<file path="src/rtl/valve_sequencer_with_status_blink_assert.svh">
// Assertion macros for the valve sequencer with status blink.
// Used by the top level; no other dependencies.
`ifndef VALVE_SEQUENCER_WITH_STATUS_BLINK_ASSERT_SVH
`define VALVE_SEQUENCER_WITH_STATUS_BLINK_ASSERT_SVH

`ifndef SYNTHESIS
// same-cycle implication
`define VSB_ASSERT_IMPL(label, clk, rst_n, ante, cons) \
    label: assert property (@(posedge clk) disable iff (!(rst_n)) (ante) |-> (cons)) \
        else $error("assertion failed: same-cycle implication");
// next-cycle implication
`define VSB_ASSERT_NEXT(label, clk, rst_n, ante, cons) \
    label: assert property (@(posedge clk) disable iff (!(rst_n)) (ante) |=> (cons)) \
        else $error("assertion failed: next-cycle implication");
`else
`define VSB_ASSERT_IMPL(label, clk, rst_n, ante, cons)
`define VSB_ASSERT_NEXT(label, clk, rst_n, ante, cons)
`endif

`endif

</file>
<file path="src/rtl/vsb_pkg.sv">
// Package for the valve sequencer: mode codes, register indexes, reset values
// and shared types. No dependencies.
`timescale 1ns / 1ps

package vsb_pkg;

    localparam int CFG_BITS       = 11;
    localparam int CFG_IDX_BITS   = 3;
    localparam int TIMER_BITS_DEF = 11;

    typedef enum logic [2:0] {
        MODE_IDLE       = 3'd0,
        MODE_CHARGE     = 3'd1,
        MODE_OPEN       = 3'd2,
        MODE_AFTER_OPEN = 3'd3,
        MODE_RUNNING    = 3'd4,
        MODE_CLOSE      = 3'd5
    } t_mode;

    typedef enum logic [CFG_IDX_BITS-1:0] {
        CFG_LOCKOUT      = 3'd0,
        CFG_TRANSITION   = 3'd1,
        CFG_SLOW_PERIOD  = 3'd2,
        CFG_IDLE_HIGH    = 3'd3,
        CFG_CHARGE_HIGH  = 3'd4,
        CFG_RUNNING_HIGH = 3'd5,
        CFG_FAST_PERIOD  = 3'd6,
        CFG_FAST_HIGH    = 3'd7
    } t_cfg_idx;

    localparam logic [CFG_BITS-1:0] RST_LOCKOUT      = 11'd1000;
    localparam logic [CFG_BITS-1:0] RST_TRANSITION   = 11'd50;
    localparam logic [CFG_BITS-1:0] RST_SLOW_PERIOD  = 11'd1000;
    localparam logic [CFG_BITS-1:0] RST_IDLE_HIGH    = 11'd800;
    localparam logic [CFG_BITS-1:0] RST_CHARGE_HIGH  = 11'd500;
    localparam logic [CFG_BITS-1:0] RST_RUNNING_HIGH = 11'd200;
    localparam logic [CFG_BITS-1:0] RST_FAST_PERIOD  = 11'd25;
    localparam logic [CFG_BITS-1:0] RST_FAST_HIGH    = 11'd12;

    typedef struct packed {
        logic [CFG_BITS-1:0] lockout;
        logic [CFG_BITS-1:0] transition;
        logic [CFG_BITS-1:0] slow_period;
        logic [CFG_BITS-1:0] idle_high;
        logic [CFG_BITS-1:0] charge_high;
        logic [CFG_BITS-1:0] running_high;
        logic [CFG_BITS-1:0] fast_period;
        logic [CFG_BITS-1:0] fast_high;
    } t_cfg;

    typedef struct packed {
        logic boost;
        logic buck;
        logic open;
    } t_drive;

endpackage

</file>
<file path="src/rtl/vsb_step.sv">
// Next-state logic for one tick of the valve sequencer.
// Depends on vsb_pkg.
`timescale 1ns / 1ps

module vsb_step #(
    parameter int TIMER_BITS = vsb_pkg::TIMER_BITS_DEF
) (
    input  vsb_pkg::t_mode         i_mode,
    input  logic [TIMER_BITS-1:0]  i_since_change,
    input  logic [TIMER_BITS-1:0]  i_since_blink,
    input  logic                   i_led,
    input  logic                   i_press,
    input  vsb_pkg::t_cfg          i_cfg,
    output vsb_pkg::t_mode         o_mode,
    output logic [TIMER_BITS-1:0]  o_since_change,
    output logic [TIMER_BITS-1:0]  o_since_blink,
    output logic                   o_led,
    output vsb_pkg::t_drive        o_drive
);

    function automatic logic [TIMER_BITS-1:0] sat_inc(input logic [TIMER_BITS-1:0] v);
        sat_inc = (v == {TIMER_BITS{1'b1}}) ? v : v + 1'b1;
    endfunction

    function automatic logic gt_cfg(input logic [TIMER_BITS-1:0] v,
                                    input logic [vsb_pkg::CFG_BITS-1:0] c);
        gt_cfg = v > TIMER_BITS'(c);
    endfunction

    always_comb begin
        logic [TIMER_BITS-1:0] sc;
        logic [TIMER_BITS-1:0] sb;
        logic                  led;
        vsb_pkg::t_mode        mode;
        logic [vsb_pkg::CFG_BITS-1:0] high_after;

        sc   = sat_inc(i_since_change);
        sb   = sat_inc(i_since_blink);
        led  = i_led;
        mode = i_mode;
        high_after = i_cfg.idle_high;

        // press past the lockout: advance, restart both timers, LED low
        if (i_press && gt_cfg(sc, i_cfg.lockout)) begin
            case (mode)
                vsb_pkg::MODE_IDLE:       mode = vsb_pkg::MODE_CHARGE;
                vsb_pkg::MODE_CHARGE:     mode = vsb_pkg::MODE_OPEN;
                vsb_pkg::MODE_OPEN:       mode = vsb_pkg::MODE_AFTER_OPEN;
                vsb_pkg::MODE_AFTER_OPEN: mode = vsb_pkg::MODE_RUNNING;
                vsb_pkg::MODE_RUNNING:    mode = vsb_pkg::MODE_CLOSE;
                default:                  mode = vsb_pkg::MODE_IDLE;
            endcase
            sc  = '0;
            sb  = '0;
            led = 1'b0;
        end

        case (mode)
            vsb_pkg::MODE_IDLE, vsb_pkg::MODE_CHARGE, vsb_pkg::MODE_RUNNING: begin
                if (mode == vsb_pkg::MODE_CHARGE) begin
                    high_after = i_cfg.charge_high;
                end else if (mode == vsb_pkg::MODE_RUNNING) begin
                    high_after = i_cfg.running_high;
                end
                if (gt_cfg(sb, i_cfg.slow_period)) begin
                    led = 1'b0;
                    sb  = '0;
                end
                if (gt_cfg(sb, high_after)) begin
                    led = 1'b1;
                end
            end
            vsb_pkg::MODE_OPEN, vsb_pkg::MODE_CLOSE: begin
                if (gt_cfg(sb, i_cfg.fast_period)) begin
                    led = 1'b0;
                    sb  = '0;
                end else if (gt_cfg(sb, i_cfg.fast_high)) begin
                    led = 1'b1;
                end
                // timed move; the blink timer keeps running
                if (gt_cfg(sc, i_cfg.transition)) begin
                    sc = '0;
                    if (mode == vsb_pkg::MODE_OPEN) begin
                        mode = vsb_pkg::MODE_AFTER_OPEN;
                    end else begin
                        mode = vsb_pkg::MODE_IDLE;
                        led  = 1'b0;
                    end
                end
            end
            vsb_pkg::MODE_AFTER_OPEN: begin
                led = 1'b1;
            end
            default: begin
            end
        endcase

        o_mode         = mode;
        o_since_change = sc;
        o_since_blink  = sb;
        o_led          = led;
        o_drive.boost  = (mode == vsb_pkg::MODE_CHARGE) || (mode == vsb_pkg::MODE_OPEN)
                         || (mode == vsb_pkg::MODE_RUNNING);
        o_drive.buck   = (mode == vsb_pkg::MODE_OPEN) || (mode == vsb_pkg::MODE_CLOSE);
        o_drive.open   = (mode == vsb_pkg::MODE_OPEN);
    end

endmodule

</file>
<file path="src/rtl/valve_sequencer_with_status_blink.sv">
// Top level of the valve sequencer with status blink: state registers,
// configuration registers and the result register. Depends on vsb_pkg,
// vsb_step and valve_sequencer_with_status_blink_assert.svh.
//
//  channel | direction | handshake              | payload
//  --------+-----------+------------------------+----------------------------------
//  in      | input     | i_in_valid/o_in_ready  | i_button_pressed
//  out     | output    | o_out_valid/i_out_ready| o_mode, o_led_level, o_*_drive
//  cfg     | input     | i_cfg_we (no wait)     | i_cfg_idx, i_cfg_data
//
// Each tick word is handled by one pass of compare logic in vsb_step, and a new
// word is accepted every cycle while the result register is empty or being
// drained. The result register holds a word the output side has not yet taken;
// while it is full and i_out_ready is low, o_in_ready drops. Synchronous
// active-low reset puts the sequencer in idle with LED high, both timers at zero,
// the configuration registers at their defaults and the result register empty.
`timescale 1ns / 1ps
`include "valve_sequencer_with_status_blink_assert.svh"

module valve_sequencer_with_status_blink #(
    parameter int TIMER_BITS = vsb_pkg::TIMER_BITS_DEF
) (
    input  logic                                 i_clk,
    input  logic                                 i_rst_n,
    // tick input
    input  logic                                 i_in_valid,
    output logic                                 o_in_ready,
    input  logic                                 i_button_pressed,
    // result output
    output logic                                 o_out_valid,
    input  logic                                 i_out_ready,
    output logic [2:0]                           o_mode,
    output logic                                 o_led_level,
    output logic                                 o_boost_drive,
    output logic                                 o_buck_drive,
    output logic                                 o_open_drive,
    // configuration writes
    input  logic                                 i_cfg_we,
    input  logic [vsb_pkg::CFG_IDX_BITS-1:0]     i_cfg_idx,
    input  logic [vsb_pkg::CFG_BITS-1:0]         i_cfg_data
);

    // sequencer state
    vsb_pkg::t_mode        r_mode,  n_mode;
    logic [TIMER_BITS-1:0] r_since_change, n_since_change;
    logic [TIMER_BITS-1:0] r_since_blink,  n_since_blink;
    logic                  r_led,   n_led;
    vsb_pkg::t_drive       n_drive;

    // configuration
    vsb_pkg::t_cfg         r_cfg;

    // result register
    logic                  r_out_valid;
    vsb_pkg::t_mode        r_out_mode;
    logic                  r_out_led;
    vsb_pkg::t_drive       r_out_drive;

    logic                  in_accept;

    // take a word whenever the result slot is free or drains this cycle
    assign o_in_ready = !r_out_valid || i_out_ready;
    assign in_accept  = i_in_valid && o_in_ready;

    vsb_step #(
        .TIMER_BITS (TIMER_BITS)
    ) u_step (
        .i_mode         (r_mode),
        .i_since_change (r_since_change),
        .i_since_blink  (r_since_blink),
        .i_led          (r_led),
        .i_press        (i_button_pressed),
        .i_cfg          (r_cfg),
        .o_mode         (n_mode),
        .o_since_change (n_since_change),
        .o_since_blink  (n_since_blink),
        .o_led          (n_led),
        .o_drive        (n_drive)
    );

    // state register: advance only on an accepted tick
    always_ff @(posedge i_clk) begin
        if (!i_rst_n) begin
            r_mode         <= vsb_pkg::MODE_IDLE;
            r_since_change <= '0;
            r_since_blink  <= '0;
            r_led          <= 1'b1;
        end else if (in_accept) begin
            r_mode         <= n_mode;
            r_since_change <= n_since_change;
            r_since_blink  <= n_since_blink;
            r_led          <= n_led;
        end
    end

    // configuration registers
    always_ff @(posedge i_clk) begin
        if (!i_rst_n) begin
            r_cfg.lockout      <= vsb_pkg::RST_LOCKOUT;
            r_cfg.transition   <= vsb_pkg::RST_TRANSITION;
            r_cfg.slow_period  <= vsb_pkg::RST_SLOW_PERIOD;
            r_cfg.idle_high    <= vsb_pkg::RST_IDLE_HIGH;
            r_cfg.charge_high  <= vsb_pkg::RST_CHARGE_HIGH;
            r_cfg.running_high <= vsb_pkg::RST_RUNNING_HIGH;
            r_cfg.fast_period  <= vsb_pkg::RST_FAST_PERIOD;
            r_cfg.fast_high    <= vsb_pkg::RST_FAST_HIGH;
        end else if (i_cfg_we) begin
            case (vsb_pkg::t_cfg_idx'(i_cfg_idx))
                vsb_pkg::CFG_LOCKOUT:      r_cfg.lockout      <= i_cfg_data;
                vsb_pkg::CFG_TRANSITION:   r_cfg.transition   <= i_cfg_data;
                vsb_pkg::CFG_SLOW_PERIOD:  r_cfg.slow_period  <= i_cfg_data;
                vsb_pkg::CFG_IDLE_HIGH:    r_cfg.idle_high    <= i_cfg_data;
                vsb_pkg::CFG_CHARGE_HIGH:  r_cfg.charge_high  <= i_cfg_data;
                vsb_pkg::CFG_RUNNING_HIGH: r_cfg.running_high <= i_cfg_data;
                vsb_pkg::CFG_FAST_PERIOD:  r_cfg.fast_period  <= i_cfg_data;
                vsb_pkg::CFG_FAST_HIGH:    r_cfg.fast_high    <= i_cfg_data;
                default: begin
                end
            endcase
        end
    end

    // result valid: set on accept, drop when taken without a new word behind it
    always_ff @(posedge i_clk) begin
        if (!i_rst_n) begin
            r_out_valid <= 1'b0;
        end else if (in_accept) begin
            r_out_valid <= 1'b1;
        end else if (i_out_ready) begin
            r_out_valid <= 1'b0;
        end
    end

    // result payload: load with the post-tick state
    always_ff @(posedge i_clk) begin
        if (in_accept) begin
            r_out_mode  <= n_mode;
            r_out_led   <= n_led;
            r_out_drive <= n_drive;
        end
    end

    assign o_out_valid   = r_out_valid;
    assign o_mode        = r_out_mode;
    assign o_led_level   = r_out_led;
    assign o_boost_drive = r_out_drive.boost;
    assign o_buck_drive  = r_out_drive.buck;
    assign o_open_drive  = r_out_drive.open;

    // open drive comes only with boost and buck both on
    `VSB_ASSERT_IMPL(a_open_decode, i_clk, i_rst_n, r_out_valid && r_out_drive.open, r_out_drive.boost && r_out_drive.buck)
    // state holds between accepted ticks
    `VSB_ASSERT_NEXT(a_state_hold, i_clk, i_rst_n, !in_accept, $stable(r_mode) && $stable(r_since_blink))
    // open leaves only for after_open
    `VSB_ASSERT_NEXT(a_open_exit, i_clk, i_rst_n, in_accept && (r_mode == vsb_pkg::MODE_OPEN), (r_mode == vsb_pkg::MODE_OPEN) || (r_mode == vsb_pkg::MODE_AFTER_OPEN))
    // after_open without a press keeps the LED lit
    `VSB_ASSERT_NEXT(a_after_open_led, i_clk, i_rst_n, in_accept && !i_button_pressed && (r_mode == vsb_pkg::MODE_AFTER_OPEN), r_led)

endmodule

</file>
<file path="config.mk">
export PLATFORM = sky130hd
export DESIGN_NAME = valve_sequencer_with_status_blink
export DESIGN_NICKNAME = d
export VERILOG_FILES = /design/src/rtl/vsb_pkg.sv /design/src/rtl/vsb_step.sv /design/src/rtl/valve_sequencer_with_status_blink.sv
export VERILOG_INCLUDE_DIRS = /design/src /design/src/rtl
export SDC_FILE = /design/constraint.sdc
export NUM_CORES = 1
export LEC_CHECK = 0
export BUFFER_PORTS_ARGS = -buffer_cell sky130_fd_sc_hd__buf_2
export CAP_MARGIN = 20
export CORE_MARGIN = 1.5
export CORE_UTILIZATION = 60
export CTS_CLUSTER_DIAMETER = 30
export DETAILED_ROUTE_END_ITERATION = 6
export HOLD_SLACK_MARGIN = 0.05
export PLACE_DENSITY = 0.78
export SYNTH_ARGS = -nofsm -noshare
export SYNTH_HDL_FRONTEND = slang
export SYNTH_SLANG_ARGS = --single-unit
</file>
<file path="constraint.sdc">
create_clock -name i_clk -period 8 [get_ports i_clk]
set_clock_uncertainty 0.1 [all_clocks]
set_input_delay 0.4 -clock i_clk [delete_from_list [all_inputs] [get_ports i_clk]]
set_output_delay 0.4 -clock i_clk [all_outputs]
set_load 0.005 [all_outputs]
</file>
==> metrics.txt <==
# TYPE chip_impl_metric gauge
chip_impl_metric{name="tritoncts.num_buffers",unit=""} 17
chip_impl_metric{name="post_layout_nonfiller_instances",unit=""} 1078
chip_impl_metric{name="final.setup.tns",unit="ns"} 0
chip_impl_metric{name="initial_utilization",unit="%"} 61.20
chip_impl_metric{name="syn-instance-count",unit=""} 913
chip_impl_metric{name="timing.critical_path.required",unit="ns"} 8.05
chip_impl_metric{name="critical_path.n_buffers_inverters",unit=""} 1
chip_impl_metric{name="vdd.ir_drop.worst",unit="µV"} 170.9
chip_impl_metric{name="dp_cells",unit=""} 1044
chip_impl_info{name="clk_root_buffer_cell",value="sky130_fd_sc_hd__clkbuf_16"} 1
chip_impl_metric{name="pwr-share-comb",unit="%"} 9.8
chip_impl_metric{name="grt_start_max_net_pins",unit=""} 107
chip_impl_metric{name="die_footprint",unit="µm²"} 12870
chip_impl_metric{name="utilization",unit="%"} 67.08
chip_impl_metric{name="worst_margin_slew",unit="ns"} 1.019
chip_impl_info{name="ys_top_cells_by_count",value="196 x sky130_fd_sc_hd__nand2_1, 115 x sky130_fd_sc_hd__dfxtp_1, 75 x sky130_fd_sc_hd__inv_1"} 1
chip_impl_info{name="cp-end-kind",value="flop"} 1
chip_impl_metric{name="arrival",unit="ns"} 7.42
chip_impl_metric{name="slew_headroom",unit="%"} 31.69
chip_impl_metric{name="die-width",unit="µm"} 113.5
chip_impl_metric{name="total_switching_power",unit="mW"} 0.3940
chip_impl_metric{name="syn_to_final_growth",unit="%"} 9.605
chip_impl_metric{name="worst_path_largest_cell_delay",unit="ns"} 0.60
chip_impl_metric{name="drt_iter0_markers",unit=""} 528
chip_impl_metric{name="power.density_cell_area",unit="nW/µm²"} 186.1
chip_impl_metric{name="dp.final_hpwl",unit="µm"} 12860
chip_impl_info{name="tritoncts",value="yes"} 1
chip_impl_metric{name="min_period_over_period",unit="%"} 92.10
chip_impl_metric{name="vias",unit=""} 6352
chip_impl_metric{name="wirelength",unit="µm"} 18110
chip_impl_metric{name="cts.repair_timing.setup_buffer_count",unit=""} 0
chip_impl_metric{name="detail_route.vias_per_cell",unit=""} 5.892
chip_impl_metric{name="synth-seq-area-share",unit="%"} 34.32
chip_impl_info{name="yosysMostFrequentCell",value="sky130_fd_sc_hd__nand2_1"} 1
chip_impl_metric{name="placement_stage_cell_area",unit="µm²"} 7462
chip_impl_metric{name="cts.hold.buffers_added",unit=""} 0
chip_impl_metric{name="proportion_of_netlist_area_held_by_the_largest_area_contributor",unit="%"} 31.45
chip_impl_info{name="synth.top_cells.by_area",value="sky130_fd_sc_hd__dfxtp_1 31%, sky130_fd_sc_hd__ha_1 12%, sky130_fd_sc_hd__nand2_1 10%, sky130_fd_sc_hd__a21boi_0 6.1%, sky130_fd_sc_hd__inv_1 3.8%"} 1
chip_impl_metric{name="route.detailed.drc",unit=""} 0
chip_impl_metric{name="power_report.internal_total",unit="mW"} 1.099
chip_impl_metric{name="power_switching_share",unit="%"} 26.38
chip_impl_metric{name="final_design_area_no_fill",unit="µm²"} 8024
chip_impl_metric{name="p_seq_share",unit="%"} 43.1
chip_impl_info{name="critPathMostFrequentCell",value="sky130_fd_sc_hd__ha_1"} 1
chip_impl_metric{name="io_pins",unit=""} 29
chip_impl_metric{name="vertical_die_dimension",unit="µm"} 113.5
chip_impl_info{name="hold_class",value="input port to flop"} 1
chip_impl_metric{name="grt_pass1_vias",unit=""} 6006
chip_impl_metric{name="routed_wire_length_per_instance",unit="µm"} 16.80
chip_impl_metric{name="final_layout_size_suffix_gt1_share",unit="%"} 10.20
chip_impl_metric{name="hold_fails_final_rpt",unit=""} 0
chip_impl_metric{name="setup_ws",unit="ns"} 0.6318
chip_impl_metric{name="final_nets",unit=""} 1006
chip_impl_info{name="postSynth.topFlopCell",value="sky130_fd_sc_hd__dfxtp_1"} 1
chip_impl_metric{name="min_delay_path_depth",unit=""} 3
chip_impl_metric{name="r2r_cells",unit=""} 28
chip_impl_info{name="crit_path_start_kind",value="flop"} 1
chip_impl_metric{name="cts_max_level",unit=""} 4
chip_impl_info{name="timing.critical_path.slowest_stage_cell",value="sky130_fd_sc_hd__nor2_2"} 1
chip_impl_metric{name="finalHoldWorstSlack",unit="ns"} 0.1510
chip_impl_metric{name="finalMaxSlewViolations",unit=""} 0
chip_impl_metric{name="drtPass1Iterations",unit=""} 5
chip_impl_metric{name="detailedPlace.worstSlack",unit="ns"} 0.8373
chip_impl_metric{name="grt_antenna_before_repair",unit=""} 0
chip_impl_metric{name="postSynth.asyncResetShare",unit="%"} 0
chip_impl_metric{name="synth-edff-count",unit=""} 7
chip_impl_metric{name="cts_num_sinks",unit=""} 122
chip_impl_metric{name="grt.overflow.total",unit=""} 0
chip_impl_metric{name="routabilityCongestion",unit=""} 0.9376
chip_impl_metric{name="postRouteAntennaNets",unit=""} 0
chip_impl_metric{name="avgSynthCellArea",unit="µm²"} 8.018
chip_impl_metric{name="post_cts.resized_instances",unit=""} 0
chip_impl_info{name="cpLargestDelayFamily",value="compound AO/OA/AOI/OAI gates"} 1
chip_impl_metric{name="grt_pass1_wl",unit="µm"} 29930
chip_impl_metric{name="p_leak",unit="nW"} 3.534
chip_impl_metric{name="ys_types",unit=""} 58
chip_impl_metric{name="antenna_cells",unit=""} 0
chip_impl_metric{name="syn-cell-area",unit="µm²"} 7321
chip_impl_metric{name="gr_util_all_layers",unit="%"} 29.70
chip_impl_metric{name="setup_violations",unit=""} 0
chip_impl_info{name="run_status",value="complete, no violations"} 1
chip_impl_metric{name="postSynthNetCount",unit=""} 1001
chip_impl_metric{name="cp_max_fo",unit=""} 19
chip_impl_metric{name="placeableCoreArea",unit="µm²"} 11960
chip_impl_metric{name="synth_seq_cells",unit=""} 122
chip_impl_metric{name="max_clock_freq",unit="GHz"} 0.1357
chip_impl_metric{name="placement.io_buffers",unit=""} 28
chip_impl_metric{name="placement_rows",unit=""} 40
chip_impl_metric{name="path_clk_slew",unit="ns"} 0.05
chip_impl_metric{name="worst-path-stages",unit=""} 28
chip_impl_metric{name="ctsLongestPathBuffers",unit=""} 2
chip_impl_metric{name="max_cap_viol_count",unit=""} 0
chip_impl_info{name="rsz0062_at_grt",value="no"} 1
chip_impl_metric{name="final_period_minus_worst_setup_slack",unit="ns"} 7.368
chip_impl_info{name="synth_top_area_cell",value="sky130_fd_sc_hd__dfxtp_1"} 1
chip_impl_metric{name="clkPwrFrac",unit="%"} 47.1
chip_impl_metric{name="post-layout-total-power",unit="mW"} 1.493
chip_impl_info{name="critPathKind",value="flop to flop"} 1
chip_impl_metric{name="clock_latency",unit="ns"} 0.43
chip_impl_metric{name="yosysWarningCount",unit=""} 0
==> kinds of logic after synthesis <==
family          Yosys count  synth area share, %
xor+xnor                 15                1.795
simple gates            358                21.91
mux                      24                3.487
compound gates          199                19.69
fa+ha+maj                68                11.62
buf+inv                 127                7.178
flops                   122                34.32
==> worst paths after layout <==
check                     from     endpoint  slack, ns
max          r_since_change[0]  o_led_level       0.63
max reg2reg  r_since_change[0]  o_led_level       0.63
min                 i_in_valid  o_out_valid       0.15
min reg2reg          r_cfg[44]    r_cfg[44]       0.36
==> sequential cells by signal, indices dropped and copies added (netlist names) <==
register	cells
o_boost_drive	1
o_mode	3
o_open_drive	1
r_cfg	88
o_out_valid	1
r_led	1
r_since_blink	11
o_buck_drive	1
r_since_change	11
o_led_level	1
r_mode	3
==> worst min-delay path: stages <==
cell,delay [ns]
sky130_fd_sc_hd__buf_2,0.11
sky130_fd_sc_hd__inv_1,0.04
sky130_fd_sc_hd__a21boi_0,0.07
==> power by group through the flow <==
stage / logic (mW) / registers [mW] / clock network (mW)
2_1_floorplan: 0.107 / 0.652 / 0
4_1_cts: 0.144 / 0.643 / 0.709
3_5_place_dp: 0.142 / 0.656 / 0
6_report: 0.146 / 0.643 / 0.703
5_1_grt: 0.163 / 0.645 / 0.737
3_3_place_gp: 0.140 / 0.655 / 0
==> final cells by class <==
| type | instances | area, µm² |
|---|---|---|
| inverters | 76 | 285.3 |
| clock buffers | 19 | 452.9 |
| well taps | 147 | 183.9 |
| multi-input cells | 664 | 4288 |
| fillers | 1005 | 3938 |
| clock inverters | 13 | 92.59 |
| repair buffers | 37 | 209.0 |
| flip-flops and latches | 122 | 2512 |
==> metal layers <==
metal	track usage, %	vias to the layer above	part of all wire (%)
met2	46.10	211	44
met5	0	-	0
met4	10.92	0	2.4
met1	41.53	2926	48
met3	5.260	40	6.2
li1	-	3175	-
==> cells in the final DEF (no fill, tap or decap), types with 4 or more instances in the layout <==
| cell type | instances |
|---|---|
| sky130_fd_sc_hd__ha_1 | 68 |
| sky130_fd_sc_hd__and3_1 | 6 |
| sky130_fd_sc_hd__clkinv_2 | 4 |
| sky130_fd_sc_hd__nand4_1 | 18 |
| sky130_fd_sc_hd__nor2_1 | 45 |
| sky130_fd_sc_hd__edfxtp_1 | 7 |
| sky130_fd_sc_hd__a32o_1 | 11 |
| sky130_fd_sc_hd__dfxtp_1 | 115 |
| sky130_fd_sc_hd__xor2_1 | 6 |
| sky130_fd_sc_hd__clkbuf_16 | 17 |
| sky130_fd_sc_hd__a31oi_1 | 9 |
| sky130_fd_sc_hd__a21boi_0 | 59 |
| sky130_fd_sc_hd__inv_1 | 75 |
| sky130_fd_sc_hd__o21a_1 | 5 |
| sky130_fd_sc_hd__nand2_1 | 196 |
| sky130_fd_sc_hd__xnor2_1 | 9 |
| sky130_fd_sc_hd__a21oi_1 | 26 |
| sky130_fd_sc_hd__mux2_2 | 12 |
| sky130_fd_sc_hd__o21ai_0 | 29 |
| sky130_fd_sc_hd__a211oi_1 | 4 |
| sky130_fd_sc_hd__nor2b_1 | 7 |
| sky130_fd_sc_hd__clkinv_4 | 4 |
| sky130_fd_sc_hd__nor3_1 | 15 |
| sky130_fd_sc_hd__buf_4 | 7 |
| sky130_fd_sc_hd__nand3_1 | 31 |
| sky130_fd_sc_hd__o211ai_1 | 23 |
| sky130_fd_sc_hd__a21o_1 | 6 |
| sky130_fd_sc_hd__buf_2 | 29 |
| sky130_fd_sc_hd__mux2i_1 | 12 |
| sky130_fd_sc_hd__nand2b_1 | 6 |
| sky130_fd_sc_hd__and2_1 | 19 |
Power figures use the tool's default switching activity.
